File: src/rtl/arc_pkg.sv
// Shared types and constants for the ARP resolver with pending queue.
// Used by every module under rtl/; depends on nothing.
`timescale 1ns / 1ps

package arc_pkg;

    localparam logic [47:0] BCAST_MAC  = 48'hFFFF_FFFF_FFFF;
    localparam logic [15:0] ETYPE_IPV4 = 16'h0800;
    localparam logic [15:0] ETYPE_ARP  = 16'h0806;
    localparam logic [15:0] OP_REQUEST = 16'd1;
    localparam logic [1:0]  OP_REQ_OUT = 2'd1;
    localparam logic [1:0]  OP_REP_OUT = 2'd2;

    localparam int IP_W   = 32;
    localparam int MAC_W  = 48;
    localparam int TIME_W = 22;
    localparam int TAG_W  = 8;

    typedef enum logic [1:0] {
        ACT_SEND = 2'd0,
        ACT_RECV = 2'd1,
        ACT_TICK = 2'd2,
        ACT_NONE = 2'd3
    } action_t;

    typedef enum logic [2:0] {
        KIND_IPV4  = 3'd0,
        KIND_REQ   = 3'd1,
        KIND_REPLY = 3'd2,
        KIND_UP    = 3'd3,
        KIND_DROP  = 3'd4
    } kind_t;

    typedef enum logic [3:0] {
        ST_IDLE,
        ST_MAP_LOOK,
        ST_HOLD_CHK,
        ST_SLOT_SCAN,
        ST_SLOT_WR,
        ST_QUEUE,
        ST_RECV,
        ST_RELEASE,
        ST_REPLY,
        ST_AGE,
        ST_FINISH
    } state_t;

    // Shared control broadcast to every cell of one table
    typedef struct packed {
        logic              age;
        logic [TIME_W-1:0] elapsed;
        logic [IP_W-1:0]   cmp_ip;
    } arc_ctl_t;

    // One result item, less the last-of-run flag
    typedef struct packed {
        kind_t             kind;
        logic [MAC_W-1:0]  dest_mac;
        logic [15:0]       ether_type;
        logic [TAG_W-1:0]  tag;
        logic [1:0]        arp_opcode;
        logic [MAC_W-1:0]  target_mac;
        logic [IP_W-1:0]   tgt_ip;
    } res_t;

endpackage

File: src/rtl/arc_entry.sv
// One entry cell of the address map or holdoff table: key, data, time left.
// Compares its key, ages itself on a tick. Depends on arc_pkg.
`timescale 1ns / 1ps

module arc_entry
    import arc_pkg::*;
#(
    parameter int DATA_W = 48
) (
    input  logic              aclk,
    input  logic              aresetn,
    input  arc_ctl_t          ctl,
    input  logic              wr_en,
    input  logic [IP_W-1:0]   wr_ip,
    input  logic [DATA_W-1:0] wr_data,
    input  logic [TIME_W-1:0] wr_time,
    output logic              valid,
    output logic              hit,
    output logic [DATA_W-1:0] data,
    output logic [TIME_W-1:0] time_left
);

    logic              valid_reg;
    logic [IP_W-1:0]   ip_reg;
    logic [DATA_W-1:0] data_reg;
    logic [TIME_W-1:0] time_reg;

    // valid bit: set on write, cleared when a tick exhausts the time
    always_ff @(posedge aclk) begin
        if (!aresetn) begin
            valid_reg <= 1'b0;
        end else if (wr_en) begin
            valid_reg <= 1'b1;
        end else if (ctl.age && valid_reg && time_reg <= ctl.elapsed) begin
            valid_reg <= 1'b0;
        end
    end

    // payload and time left
    always_ff @(posedge aclk) begin
        if (wr_en) begin
            ip_reg   <= wr_ip;
            data_reg <= wr_data;
            time_reg <= wr_time;
        end else if (ctl.age && valid_reg && time_reg > ctl.elapsed) begin
            time_reg <= time_reg - ctl.elapsed;
        end
    end

    assign valid     = valid_reg;
    assign hit       = valid_reg && (ip_reg == ctl.cmp_ip);
    assign data      = data_reg;
    assign time_left = time_reg;

endmodule

File: config.mk
export PLATFORM = sky130hd
export DESIGN_NAME = arc_entry
export DESIGN_NICKNAME = d
export VERILOG_FILES = /design/src/rtl/arc_pkg.sv /design/src/rtl/arc_entry.sv
export SDC_FILE = /design/constraint.sdc
export NUM_CORES = 1
export LEC_CHECK = 0
export BUFFER_PORTS_ARGS = -buffer_cell sky130_fd_sc_hd__buf_4
export CAP_MARGIN = 0
export CORE_MARGIN = 1.5
export CORE_UTILIZATION = 43
export CTS_BUF_LIST = sky130_fd_sc_hd__clkbuf_16
export CTS_CLUSTER_SIZE = 40
export DETAILED_ROUTE_END_ITERATION = 16
export GPL_TIMING_DRIVEN = 1
export PLACE_DENSITY = 0.77
export SETUP_SLACK_MARGIN = 0.5
export SLEW_MARGIN = 20
export SYNTH_ARGS = -nofsm -noshare
export SYNTH_HDL_FRONTEND = slang
export SYNTH_SLANG_ARGS = --single-unit
export TNS_END_PERCENT = 50
File: constraint.sdc
create_clock -name aclk -period 3.1 [get_ports aclk]
set_clock_uncertainty 0.05 [all_clocks]
set_input_delay 0.62 -clock aclk [delete_from_list [all_inputs] [get_ports aclk]]
set_output_delay 0.62 -clock aclk [all_outputs]
set_load 0.01 [all_outputs]
==> results.md <==
* Period utilisation layout at between 80% and 90%
* Syn Nets at 598
* Post-Layout Cell Count at ~810
* ANT nets after route at 0
* GR Overflow Total at 0
* Fraction of layout cells with a size suffix above 1 at between 40% and 50%
* R2R Path Start: time_left[4]$_DFFE_PP_
* Post-synthesis mux area share at less than 1%
* Largest net degree at the start of global routing at between 50 and 60
* Router iterations before antenna repair at 11
* Most used flip-flop cell after synthesis: edfxtp_1
* Seq/Total Area, Yosys at about three fifths
* Register bit total from synthesis at 103
* Biggest area consumer among synthesized cells: edfxtp_1
* Post-Syn Area at about 0.0052 mm²
* P&R area growth vs syn at 49.5%
* EDFF count, synth at 102
* Cell Pwr Density at between 500 and 600 mW/mm²
* Max-slew headroom at a little over half
* Peak supply drop at approximately 0.39 mV
* Distinct cells, synth at 59
* Most numerous cell in the Yosys netlist: edfxtp_1
* Die area at ~0.013 mm²
* Clock buffer count from CTS at 9
* DR WL/cell at roughly 18 µm
* Diode count at 0
* Global-route wire length before repair at 22.1 mm
* Synth warnings at 0
* Placer congestion estimate at just under 1
* Placed Cells incl. Taps at 782
* Vias in the first global route at ~4.4k
* Main combinational cell family by area after synthesis: compound AO/OA/AOI/OAI gates
* Worst hold path stage count at 1
* Static Leakage at roughly 3.3 nW
* Number of flip-flops in the largest register at between 40 and 50
* Clock sinks at roughly 100
* CTS root buffer: clkbuf_16
* Share of the synthesized area in the top cell type at ~60%
* Top Ports at ~230
* Core ar. at about 0.012 mm²
* DRT Wirelength at 14.5 mm
* Hold EP: ip_reg[30]$_DFFE_PP_
* Slowest cell on crit path: o41a_1
* Worst R2R Path Depth at 7
* Async SR Flop Fraction at 0%
* Initial drt markers at between 200 and 250
* Slew @ Worst Pin at ~0.68 ns
* Setup Crit Path Kind: reg -> reg
* DRC viols at 7
* Clk slew on worst S/H paths at 0.08 ns
* Final setup fails at 0
* Final hold vios at 0
* Setup TNS at 0 ns
* Max incr delay on CP at roughly 0.5 ns
* Die Height at roughly 110 µm
* Nets at 849
* Most frequent cells after synthesis: 102 x edfxtp_1, 35 x xnor2_1, 32 x nand2_1
* GRT Util Overall at between 20 and 25%
* CP Data Arrival Time at roughly 2.7 ns
* Max Slew Vio Count at 0
* Hold WC Path Type: in -> reg
* Worst setup SP type: flip-flop
* Number of fillers in the final layout at between 800 and 900
* CTS H-tree depth at 3
* Hold path start: wr_ip[30]
* Post-Syn Area per Cell at approximately 12 µm²
* Post-CTS Hold Fix Bufs at 0
* Required time worst endpoint at approximately 3.1 ns
* Post-synthesis compound-gate area fraction at between 10% and 20%
* CP endpoint kind: flip-flop
* Vias at around 4.2k
* Initial antenna violation count at 0
* CTS max path bufs at 2
* Post-Synth Adder-Cell Area at under 10%
* Post-Syn Instances at 415
* Synth Area in XOR/XNOR at approximately 7.0%
* CTS tree: built
* Vias/cell at around 5.2
* Status: complete, but fails checks
* Largest cells by area after synthesis: edfxtp_1 59%, xnor2_1 6.0%, ha_1 5.3%
* Detailed Place HPWL at 11.1 mm
* Rows at 39
* Max-Cap Viols at 0
* Post-Synth Simple-Gate Area at roughly a tenth
* Min Clock Period, post-route at around 2.7 ns
* Initial Utilization at between 40% and 50%
* CP cell instances: ha_4 -> nand3_4 -> or4_4 -> o41a_1 -> a31oi_4 -> buf_4 -> nand2_4
* Fmax achieved at about 380 MHz
* Die Width at 112 µm
* Clk_lat worst skew at around 0.34 ns
* RSZ-0062 raised after global routing: yes
* Flop2flop setup slack at between 0.4 and 0.5 ns
* IO Port Bufs at around 230
* CP max FO at 6
* RR Endpoint: time_left[12]$_DFFE_PP_
* Failing checks: DRC
-- worst max-delay path: cells and delay by family (launching register included) --
kind                     cells  cell delay, ns
flip-flops                   1            0.45
adder cells (fa/ha/maj)      1            0.33
AND/OR/NAND/NOR              3            0.67
AO/OA/AOI/OAI                2            0.74
buffers and inverters        1            0.16
-- layout by cell type, fill, tap and decap left out, types with 3 or more instances in the layout --
cell type and n:
a21o_1 9, inv_1 28, xnor2_1 34, a211oi_1 4, o21ai_1 3, ha_4 7
edfxtp_1 102, o21ai_0 20, buf_6 3, buf_4 250, nand4_1 13, nor2b_1 3
xor2_1 6, clkbuf_16 9, nand2_1 31, a21oi_1 20, o21bai_1 3, nand3_1 12
nor3_1 3, ha_1 13, o31a_1 3, nand2b_1 3, o31ai_1 9, nor3b_1 3
o21a_1 4, nand2_4 3, nor2_1 13
-- what timing repair did --
item | 4_1_cts | 5_1_grt
endpoints found under the setup margin | 23 | 26
pin swaps | 8 | 5
gates resized for setup | 5 | 16
setup buffers | 4 | 9
cloned | 3 | 0
-- report_power, final --
group | leakage, nW | switching, mW | internal (mW) | total, mW
sequential | 1.01 | 0.0687 | 1.70 | 1.77
clock | 0.144 | 0.555 | 0.571 | 1.13
combinational | 2.12 | 0.587 | 0.615 | 1.20
-- how the worst max path moves through the flow --
stage / slack (ns) / depth (start not counted) / startpoint / to
2_1_floorplan: 0.44 / 8 / ctl[48] / time_left[0]$_DFFE_PP_
3_3_place_gp: 0.20 / 8 / ctl[52] / time_left[19]$_DFFE_PP_
3_5_place_dp: 0.09 / 9 / ctl[32] / time_left[12]$_DFFE_PP_
4_1_cts: 0.49 / 6 / ip_reg[20]$_DFFE_PP_ / hit
5_1_grt: 0.35 / 6 / ip_reg[20]$_DFFE_PP_ / hit
6_report: 0.43 / 7 / time_left[4]$_DFFE_PP_ / time_left[12]$_DFFE_PP_
-- through the flow --
step           worst slack (ns)  util (%)  hold WS [ns]  power [mW]  area (µm²)
2_1_floorplan             0.437         -         0.629        2.44        5290
3_3_place_gp              0.196      61.9         0.639        2.90        7160
3_5_place_dp             0.0897      61.9         0.645        2.92        7160
4_1_cts                   0.494      65.3         0.390        4.06        7550
5_1_grt                   0.354      66.6         0.379        4.29        7700
6_report                  0.434      66.6         0.402        4.09        7700
-- routing by layer --
| layer | global-route usage (%) | part of all wire (%) |
|---|---|---|
| met1 | 24.8 | 35 |
| met2 | 39.4 | 51 |
| met3 | 9.40 | 9.9 |
| met4 | 9.96 | 3.8 |
| met5 | 0 | 0 |
-- kinds of logic (layout without fill, tap and decap cells) --
logic type,count (synthesis),after routing
buffers and inverters,47,300
DFF,103,103
muxes,1,1
and+or+nand+nor,104,107
adders and majority gates,23,23
xor gates and xnor gates,41,41
AOI/OAI and AO/OA,96,96
-- layout make-up --
type / instances / area (µm²) / area share, %
Sequential cell: 103 / 3080 / 40.0
Inverter: 31 / 126 / 1.64
Clock buffer: 9 / 225 / 2.93
Timing Repair Buffer: 253 / 1910 / 24.8
Multi-Input combinational cell: 268 / 2100 / 27.2
Tap cell: 143 / 179 / 2.32
Clock inverter: 7 / 77.6 / 1.01
No activity file was read; power rests on OpenSTA's default activity.
