<file path="src/rtl/arc_pkg.sv">
// Shared types and constants for the ARP resolver with pending queue.
// Used by every module under rtl/; depends on nothing.
`timescale 1ns / 1ps

package arc_pkg;

    localparam logic [47:0] BCAST_MAC  = 48'hFFFF_FFFF_FFFF;
    localparam logic [15:0] ETYPE_IPV4 = 16'h0800;
    localparam logic [15:0] ETYPE_ARP  = 16'h0806;
    localparam logic [15:0] OP_REQUEST = 16'd1;
    localparam logic [1:0]  OP_REQ_OUT = 2'd1;
    localparam logic [1:0]  OP_REP_OUT = 2'd2;

    localparam int IP_W   = 32;
    localparam int MAC_W  = 48;
    localparam int TIME_W = 22;
    localparam int TAG_W  = 8;

    typedef enum logic [1:0] {
        ACT_SEND = 2'd0,
        ACT_RECV = 2'd1,
        ACT_TICK = 2'd2,
        ACT_NONE = 2'd3
    } action_t;

    typedef enum logic [2:0] {
        KIND_IPV4  = 3'd0,
        KIND_REQ   = 3'd1,
        KIND_REPLY = 3'd2,
        KIND_UP    = 3'd3,
        KIND_DROP  = 3'd4
    } kind_t;

    typedef enum logic [3:0] {
        ST_IDLE,
        ST_MAP_LOOK,
        ST_HOLD_CHK,
        ST_SLOT_SCAN,
        ST_SLOT_WR,
        ST_QUEUE,
        ST_RECV,
        ST_RELEASE,
        ST_REPLY,
        ST_AGE,
        ST_FINISH
    } state_t;

    // Shared control broadcast to every cell of one table
    typedef struct packed {
        logic              age;
        logic [TIME_W-1:0] elapsed;
        logic [IP_W-1:0]   cmp_ip;
    } arc_ctl_t;

    // One result item, less the last-of-run flag
    typedef struct packed {
        kind_t             kind;
        logic [MAC_W-1:0]  dest_mac;
        logic [15:0]       ether_type;
        logic [TAG_W-1:0]  tag;
        logic [1:0]        arp_opcode;
        logic [MAC_W-1:0]  target_mac;
        logic [IP_W-1:0]   tgt_ip;
    } res_t;

endpackage

</file>
<file path="src/rtl/arc_qcell.sv">
// One slot of the packed wait queue. During a release pass every slot
// takes its upper neighbor; the tail slot takes the old head. Depends on arc_pkg.
`timescale 1ns / 1ps

module arc_qcell
    import arc_pkg::*;
(
    input  logic             aclk,
    input  logic             append,
    input  logic [IP_W-1:0]  in_ip,
    input  logic [TAG_W-1:0] in_tag,
    input  logic             shift,
    input  logic             tail_sel,
    input  logic [IP_W-1:0]  head_ip,
    input  logic [TAG_W-1:0] head_tag,
    input  logic [IP_W-1:0]  nb_ip,
    input  logic [TAG_W-1:0] nb_tag,
    output logic [IP_W-1:0]  ip,
    output logic [TAG_W-1:0] tag
);

    logic [IP_W-1:0]  ip_reg;
    logic [TAG_W-1:0] tag_reg;

    // append at the tail, or rotate one place toward the head
    always_ff @(posedge aclk) begin
        if (append) begin
            ip_reg  <= in_ip;
            tag_reg <= in_tag;
        end else if (shift) begin
            ip_reg  <= tail_sel ? head_ip  : nb_ip;
            tag_reg <= tail_sel ? head_tag : nb_tag;
        end
    end

    assign ip  = ip_reg;
    assign tag = tag_reg;

endmodule

</file>
<file path="config.mk">
export PLATFORM = sky130hd
export DESIGN_NAME = arc_qcell
export DESIGN_NICKNAME = d
export VERILOG_FILES = /design/src/rtl/arc_pkg.sv /design/src/rtl/arc_qcell.sv
export SDC_FILE = /design/constraint.sdc
export NUM_CORES = 1
export LEC_CHECK = 0
export ABC_AREA = 1
export BUFFER_PORTS_ARGS = -buffer_cell sky130_fd_sc_hd__buf_2
export CORE_UTILIZATION = 38
export CTS_CLUSTER_DIAMETER = 60
export DETAILED_ROUTE_END_ITERATION = 10
export PLACE_DENSITY = 0.8
export SLEW_MARGIN = 25
export SYNTH_ARGS = -nofsm -noshare
export SYNTH_HDL_FRONTEND = slang
export SYNTH_SLANG_ARGS = --single-unit
</file>
<file path="constraint.sdc">
create_clock -name aclk -period 1.19 [get_ports aclk]
set_clock_uncertainty 0.15 [all_clocks]
set_input_delay 0.0595 -clock aclk [delete_from_list [all_inputs] [get_ports aclk]]
set_output_delay 0.0595 -clock aclk [all_outputs]
set_load 0.05 [all_outputs]
</file>
==> impl_metrics.ini, run 1 <==
[sta]
post-route-period-util = 0.929
hold_viol_final = 0
tightest_slew_ns = 0.698
slew-limit-headroom = 0.534
setup_viol = 0
min_period_ns = 1.10
max_freq_mhz = 905
setup_ws_ns = 0.0850
rsz0062_at_grt = false
slew_viol_final = 0

[grt]
grt_first_pass_wirelength_um = 13100
grt_max_degree = 41
overflow = 0
grt_pass1_vias = 3158
grtUsageTotal = 0.262
antenna_found_initial = 0

[floorplan]
die_w_um = 82.5
dieArea_um2 = 6800
fp.dieH_um = 82.5
num_rows = 28
pin_count = 164
core_region_area_um2 = 6100
start_util = 0.404

[clock_network]
cts_buffers = 5
cts_root_buf = clkbuf_8
cts_tree = yes
clk_pin_slew_ns = 0.07
htreeDepth = 2
clock_path_buffers = 2
cts.sink_count = 40
cts_resized = 0

[finish]
final_area_um2 = 4360
nets = 722
syn2layout_area_growth_pct = 77.4
post-route-util = 0.716
multi_input_area_um2 = 810
drive_above_1_share = 0.295
stdcell_count = 676
seq_area_um2 = 1200
n_fill_cell = 454
largest_register_ffs = 32

[place]
pre_cts_slack_ns = -0.0447
gp_congestion = 0.758
port_buffers = 163
numPlacedInstances = 567
place_area_um2 = 3290
place_hpwl_um = 4670

[synthesis]
synth.yosys.seq_area_share = 0.488
synth-compound-area-share = 0
synth_top_family_by_area = simple AND/OR/NAND/NOR gates
synth.net_count = 465
synthMuxAreaShare = 0
synth_cells = 341
syn-cell-area_um2 = 2460
synth-xor-area-share = 0
synthSimpleGateAreaFrac = 0.328
yosys_register_bits = 40
synthAdderAreaFrac = 0
yosysWarnings = 0
synth_cell_type_count = 10
synth_area_per_cell_um2 = 7.21

[route]
drt-wirelength-per-cell_um = 13.3
drtIter0Drc = 178
drt_first_pass_iters = 4
totalWireLength_um = 9010
ant_nets = 0
vias = 3137
viasPerCell = 4.64
drc = 0

[critical_path]
arrival_ns = 0.99
worstSetupStartpointType = primary input
crit_type = primary input to register
crit_fanout = 1
crit_required_ns = 1.08
end_kind = register

[job]
cap_violations = 0

[power_and_ir_drop]
p_per_area_nw_per_um2 = 976
p_total_mw = 4.26
peakVddDrop_mv = 0.559
p_leak_nw = 2.50

[worst_hold_path]
hp-class = primary input to register

[outcome]
status = completed
-- Yosys cell counts --
master    count  area share
nand2_1     160        0.24
inv_1        80        0.12
edfxtp_1     40        0.49
nand3_1      40       0.081
buf_4         8       0.024
buf_2         5       0.010
buf_6         5       0.023
inv_2         1      0.0015
inv_4         1      0.0025
or2_2         1      0.0025
-- kinds of logic after synthesis --
logic type	Yosys count
simple gates	201
buf+inv	100
flops	40
-- metal layers --
metal | track usage | vias up | routed length (µm)
li1 | - | 1521 | -
met1 | 0.226 | 1378 | 2960
met2 | 0.504 | 192 | 4860
met3 | 0.0769 | 46 | 748
met4 | 0.189 | 0 | 445
met5 | 0 | - | 0
-- where the power goes --
group          switching (mW)  internal (mW)
Combinational            1.03          0.591
Sequential             0.0401           1.74
Clock                   0.445          0.409
-- final timing paths --
check	slack, ns	cells after the start	start	to
max	0.09	6	head_tag[5]	tag[5]
min	0.01	5	nb_ip[31]	ip[31]
-- cell type report --
cell class | count | share of cell area
repair buffers | 268 | 0.427
flip-flops and latches | 40 | 0.275
multi-input cells | 201 | 0.185
inverters | 82 | 0.0711
well taps | 75 | 0.0215
clock buffers | 7 | 0.0175
diodes | 2 | 0.00115
clock inverters | 1 | 0.000860
-- what timing repair did --
item,CTS,global route
hold buffers,99,0
endpoints found under the hold margin,40,0
buffers inserted,0,0
-- worst max-delay path, stage by stage --
cell and delay, ns:
dlygate4sd3_1 0.57, buf_2 0.14, inv_1 0.04, nand2_1 0.04, nand3_1 0.08, nand2_1 0.06
-- placed cells by master, fill, tap and decap left out --
cell type	n
nand3_1	40
inv_2	1
inv_4	1
or2_4	1
clkbuf_8	5
buf_4	5
diode_2	2
inv_1	80
buf_12	1
clkinv_1	1
dlygate4sd3_1	99
buf_2	163
nand2_1	160
clkbuf_1	2
edfxtp_1	40
-- per-stage QoR --
step / setup TNS [ns] / hold slack (ns)
6_report: 0 / 0.0119
5_1_grt: 0 / 0.0149
2_1_floorplan: 0 / 0.0912
4_1_cts: 0 / 0.0000869
3_3_place_gp: 0 / 0.181
3_5_place_dp: -0.960 / 0.180
(Power assumes the default switching activity.)
==> run 2, diff against run 1 <==
Settings changed: HOLD_SLACK_MARGIN set to 0.12, PLACE_DENSITY 0.8 to 0.87.
==> run 2 against run 1 <==
  * The run now fails in clock tree synthesis
  * Synthesized cell count is the same
  * Synthesized area unchanged
==> impl_metrics.ini, run 2 <==
[synthesis]
synth.yosys.seq_area_share = 0.488
synthMuxAreaShare = 0
synth-xor-area-share = 0
ys_async_sr_fraction = 0
synth_common_cells = nand2_1, inv_1, edfxtp_1, nand3_1, buf_4
yosysMostFrequentCell = nand2_1
synthAdderAreaFrac = 0
yosys_register_bits = 40
synth_top_family_by_area = simple AND/OR/NAND/NOR gates
synth-edff-count = 40
synthTopCellsByArea = edfxtp_1, nand2_1, inv_1, nand3_1, buf_4
syn-cell-area_um2 = 2460
synthFlopType = edfxtp_1
synth_cells = 341
synth.net_count = 465
synth_cell_type_count = 10
synth_area_per_cell_um2 = 7.21
yosysTopAreaCell = edfxtp_1
yosysTopAreaCellShare = 0.488
synth-compound-area-share = 0
yosysWarnings = 0
synthSimpleGateAreaFrac = 0.328

[clock_network]
cts_root_buf = clkbuf_8
cts_buffers = 5
cts_resized = 0
clock_path_buffers = 2
post_cts_buffers = 0
cts.sink_count = 40
hold_buffers = 116
htreeDepth = 2

[floorplan]
start_util = 0.404
num_rows = 28
fp.dieH_um = 82.5
die_w_um = 82.5
pin_count = 164

[outcome]
error_line = [ERROR RSZ-0060] Max buffer count reached.
status = stopped before the end
failing_step = clock tree synthesis

[place]
place_hpwl_um = 4750
gp_congestion = 0.783
pre_cts_slack_ns = -0.0671
port_buffers = 163
[run 2: logic make-up after synthesis]
logic type	after synthesis
buffers and inverters	100
flip-flops	40
AND/OR/NAND/NOR	201
[run 2: stage by stage]
step	TNS, ns	area (µm²)	hold slack, ns	instances
detailed placement	-2.86	3290	0.184	566
global placement	-0.0357	3290	0.181	566
floorplan	0	2460	0.0912	341
==> run 3, diff against run 2 <==
Settings changed: CORE_UTILIZATION 38 to 30, CTS_CLUSTER_DIAMETER 60 to not set, HOLD_SLACK_MARGIN 0.12 to not set, PLACE_DENSITY 0.87 to not set, PLACE_DENSITY_LB_ADDON set to 0.15.
Clock period 1.19 ns to 1.5 ns, I/O delays scaled along.
==> run 3 against run 2 <==
  * The flow now finishes without violations
==> impl_metrics.ini, run 3 (synthesis results as in run 1) <==
[floorplan]
dieArea_um2 = 8570
core_region_area_um2 = 7850
die_w_um = 92.6
fp.dieH_um = 92.6
start_util = 0.313
num_rows = 32
pin_count = 164

[critical_path]
end_kind = output pin
crit_required_ns = 1.27
slowest_stage = edfxtp_1
setup.worst_path.start = ip[19]
critical_path.endpoint = ip[19]
worstSetupStartpointType = register
crit_type = register to output pin
crit_fanout = 1
critPathTopFamily = flip-flops
arrival_ns = 0.90
path_buf_inv = 1
cpPeakStageDelay_ns = 0.39
path_cells = buf_2
crit_cells = 1

[clock_network]
cts_resized = 0
post_cts_buffers = 0
hold_buffers = 59
cts_buffers = 5
cts.sink_count = 40
cts_root_buf = clkbuf_8
clock_path_buffers = 2
cts_tree = yes
clk_pin_slew_ns = 0.07
htreeDepth = 2

[sta]
post-route-period-util = 0.747
slew-limit-headroom = 0.532
rsz0062_at_grt = false
hold_viol_final = 0
tightest_slew_ns = 0.701
setup_viol = 0
fin_tns_setup_ns = 0
max_freq_mhz = 893
min_period_ns = 1.12
slew_viol_final = 0

[outcome]
status = completed

[route]
vias = 2755
viasPerCell = 4.18
ant_nets = 0
drt_first_pass_iters = 4
totalWireLength_um = 7460
drt-wirelength-per-cell_um = 11.3
drtIter0Drc = 70
drc = 0

[place]
place_hpwl_um = 4810
place_area_um2 = 3310
gp_congestion = 0.759
port_buffers = 163

[finish]
syn2layout_area_growth_pct = 61.8
final_cell_mix = buf_2, nand2_1, inv_1
nets = 681
mostFrequentLayoutCell = buf_2
diodes = 0
final_area_um2 = 3980
largest_register_ffs = 32
drive_above_1_share = 0.318

[grt]
grt_pass1_vias = 2721
grt_first_pass_wirelength_um = 11700
grt_max_degree = 41
antenna_found_initial = 0
grtUsageTotal = 0.172
overflow = 0

[worst_hold_path]
hp-class = primary input to register

[job]
cap_violations = 0

[power_and_ir_drop]
p_leak_nw = 2.32
peakVddDrop_mv = 0.395
p_per_area_nw_per_um2 = 819
run 3: cell type report:
type	instances	area, µm²
clock inverter	1	5.00
fill	792	3870
tap	102	128
inverter	82	310
multi-input combinational	201	807
clock buffer	6	72.6
sequential	40	1200
timing repair buffer	227	1460
run 3: worst min path at each step:
stage                         start      to  cells after the start
final                     nb_ip[14]  ip[14]                      5
after global routing      nb_tag[6]  tag[6]                      5
after CTS                  nb_ip[7]   ip[7]                      5
after detailed placement  in_tag[3]  tag[3]                      3
after global placement    in_ip[23]  ip[23]                      3
after floorplan           in_ip[29]  ip[29]                      2
run 3: layer usage:
| layer | vias to the layer above | global-route usage | routed length (µm) |
|---|---|---|---|
| li1 | 1435 | - | - |
| met1 | 1189 | 0.180 | 3050 |
| met2 | 121 | 0.324 | 3740 |
| met3 | 10 | 0.0525 | 576 |
| met4 | 0 | 0.0534 | 95 |
| met5 | - | 0 | 0 |
run 3: power by group:
part	leakage, nW	internal, mW	switching [mW]
clock	0.0410	0.316	0.350
combinational	1.87	0.397	0.780
sequential	0.410	1.38	0.0331
run 3: metrics by stage:
step / hold WS, ns / setup slack (ns) / std cells / util / power, mW
2_1_floorplan: 0.107 / 0.211 / 341 / - / 2.18
4_1_cts: 0.0000189 / 0.360 / 659 / 0.507 / 3.30
5_1_grt: 0.0132 / 0.326 / 659 / 0.507 / 3.43
3_5_place_dp: 0.198 / 0.167 / 593 / 0.422 / 2.51
3_3_place_gp: 0.199 / 0.172 / 593 / 0.422 / 2.50
6_report: 0.00611 / 0.380 / 659 / 0.507 / 3.26
==> run 4, diff against run 3 <==
Settings changed: ABC_AREA 1 to 0.
Clock period 1.5 ns to 1.1 ns, I/O delays scaled along.
==> run 4 against run 3 <==
  * The run now fails in clock tree synthesis
  * Synthesized cell count fell by 49%
  * Synthesized area down 14%
==> impl_metrics.ini, run 4 <==
[outcome]
status = stopped before the end
failing_step = clock tree synthesis
error_line = [ERROR RSZ-0060] Max buffer count reached.

[synthesis]
synth_cell_type_count = 11
synthSimpleGateAreaFrac = 0.0742
yosysTopAreaCellShare = 0.570
synth_common_cells = edfxtp_1, mux2i_1, nand2_1
synth.net_count = 299
yosysWarnings = 0
synthMuxAreaShare = 0.190
synthFlopType = edfxtp_1
yosysTopAreaCell = edfxtp_1
synth-edff-count = 40
syn-cell-area_um2 = 2110
synth-xor-area-share = 0
synth.yosys.seq_area_share = 0.570
ys_async_sr_fraction = 0
synth_cells = 175
synth_area_per_cell_um2 = 12.0
synth-compound-area-share = 0.100
synthTopCellsByArea = edfxtp_1, mux2i_1, o21ai_1, nand2_1, buf_12
synthAdderAreaFrac = 0
synth_top_family_by_area = multiplexers
yosys_register_bits = 40

[clock_network]
post_cts_buffers = 0
hold_buffers = 101
cts_root_buf = clkbuf_8
cts.sink_count = 40
cts_resized = 7
cts_buffers = 5
htreeDepth = 2
clock_path_buffers = 2

[place]
place_area_um2 = 3000
place_hpwl_um = 4080
port_buffers = 163
gp_congestion = 0.697

[floorplan]
die_w_um = 85.8
start_util = 0.310
num_rows = 30
pin_count = 164
fp.dieH_um = 85.8
## run 4: cells by family after synthesis
kind of cell	Yosys count
AND/OR/NAND/NOR	41
AO/OA/AOI/OAI	40
multiplexers	40
flip-flops	40
buffers and inverters	14
## run 4: stage by stage
stage	instances	setup slack, ns	util	hold WS [ns]	TNS [ns]
after floorplan	175	0.0473	-	0.0971	0
after global placement	425	-0.0688	0.441	0.189	-2.76
after detailed placement	425	-0.0611	0.441	0.193	-2.66
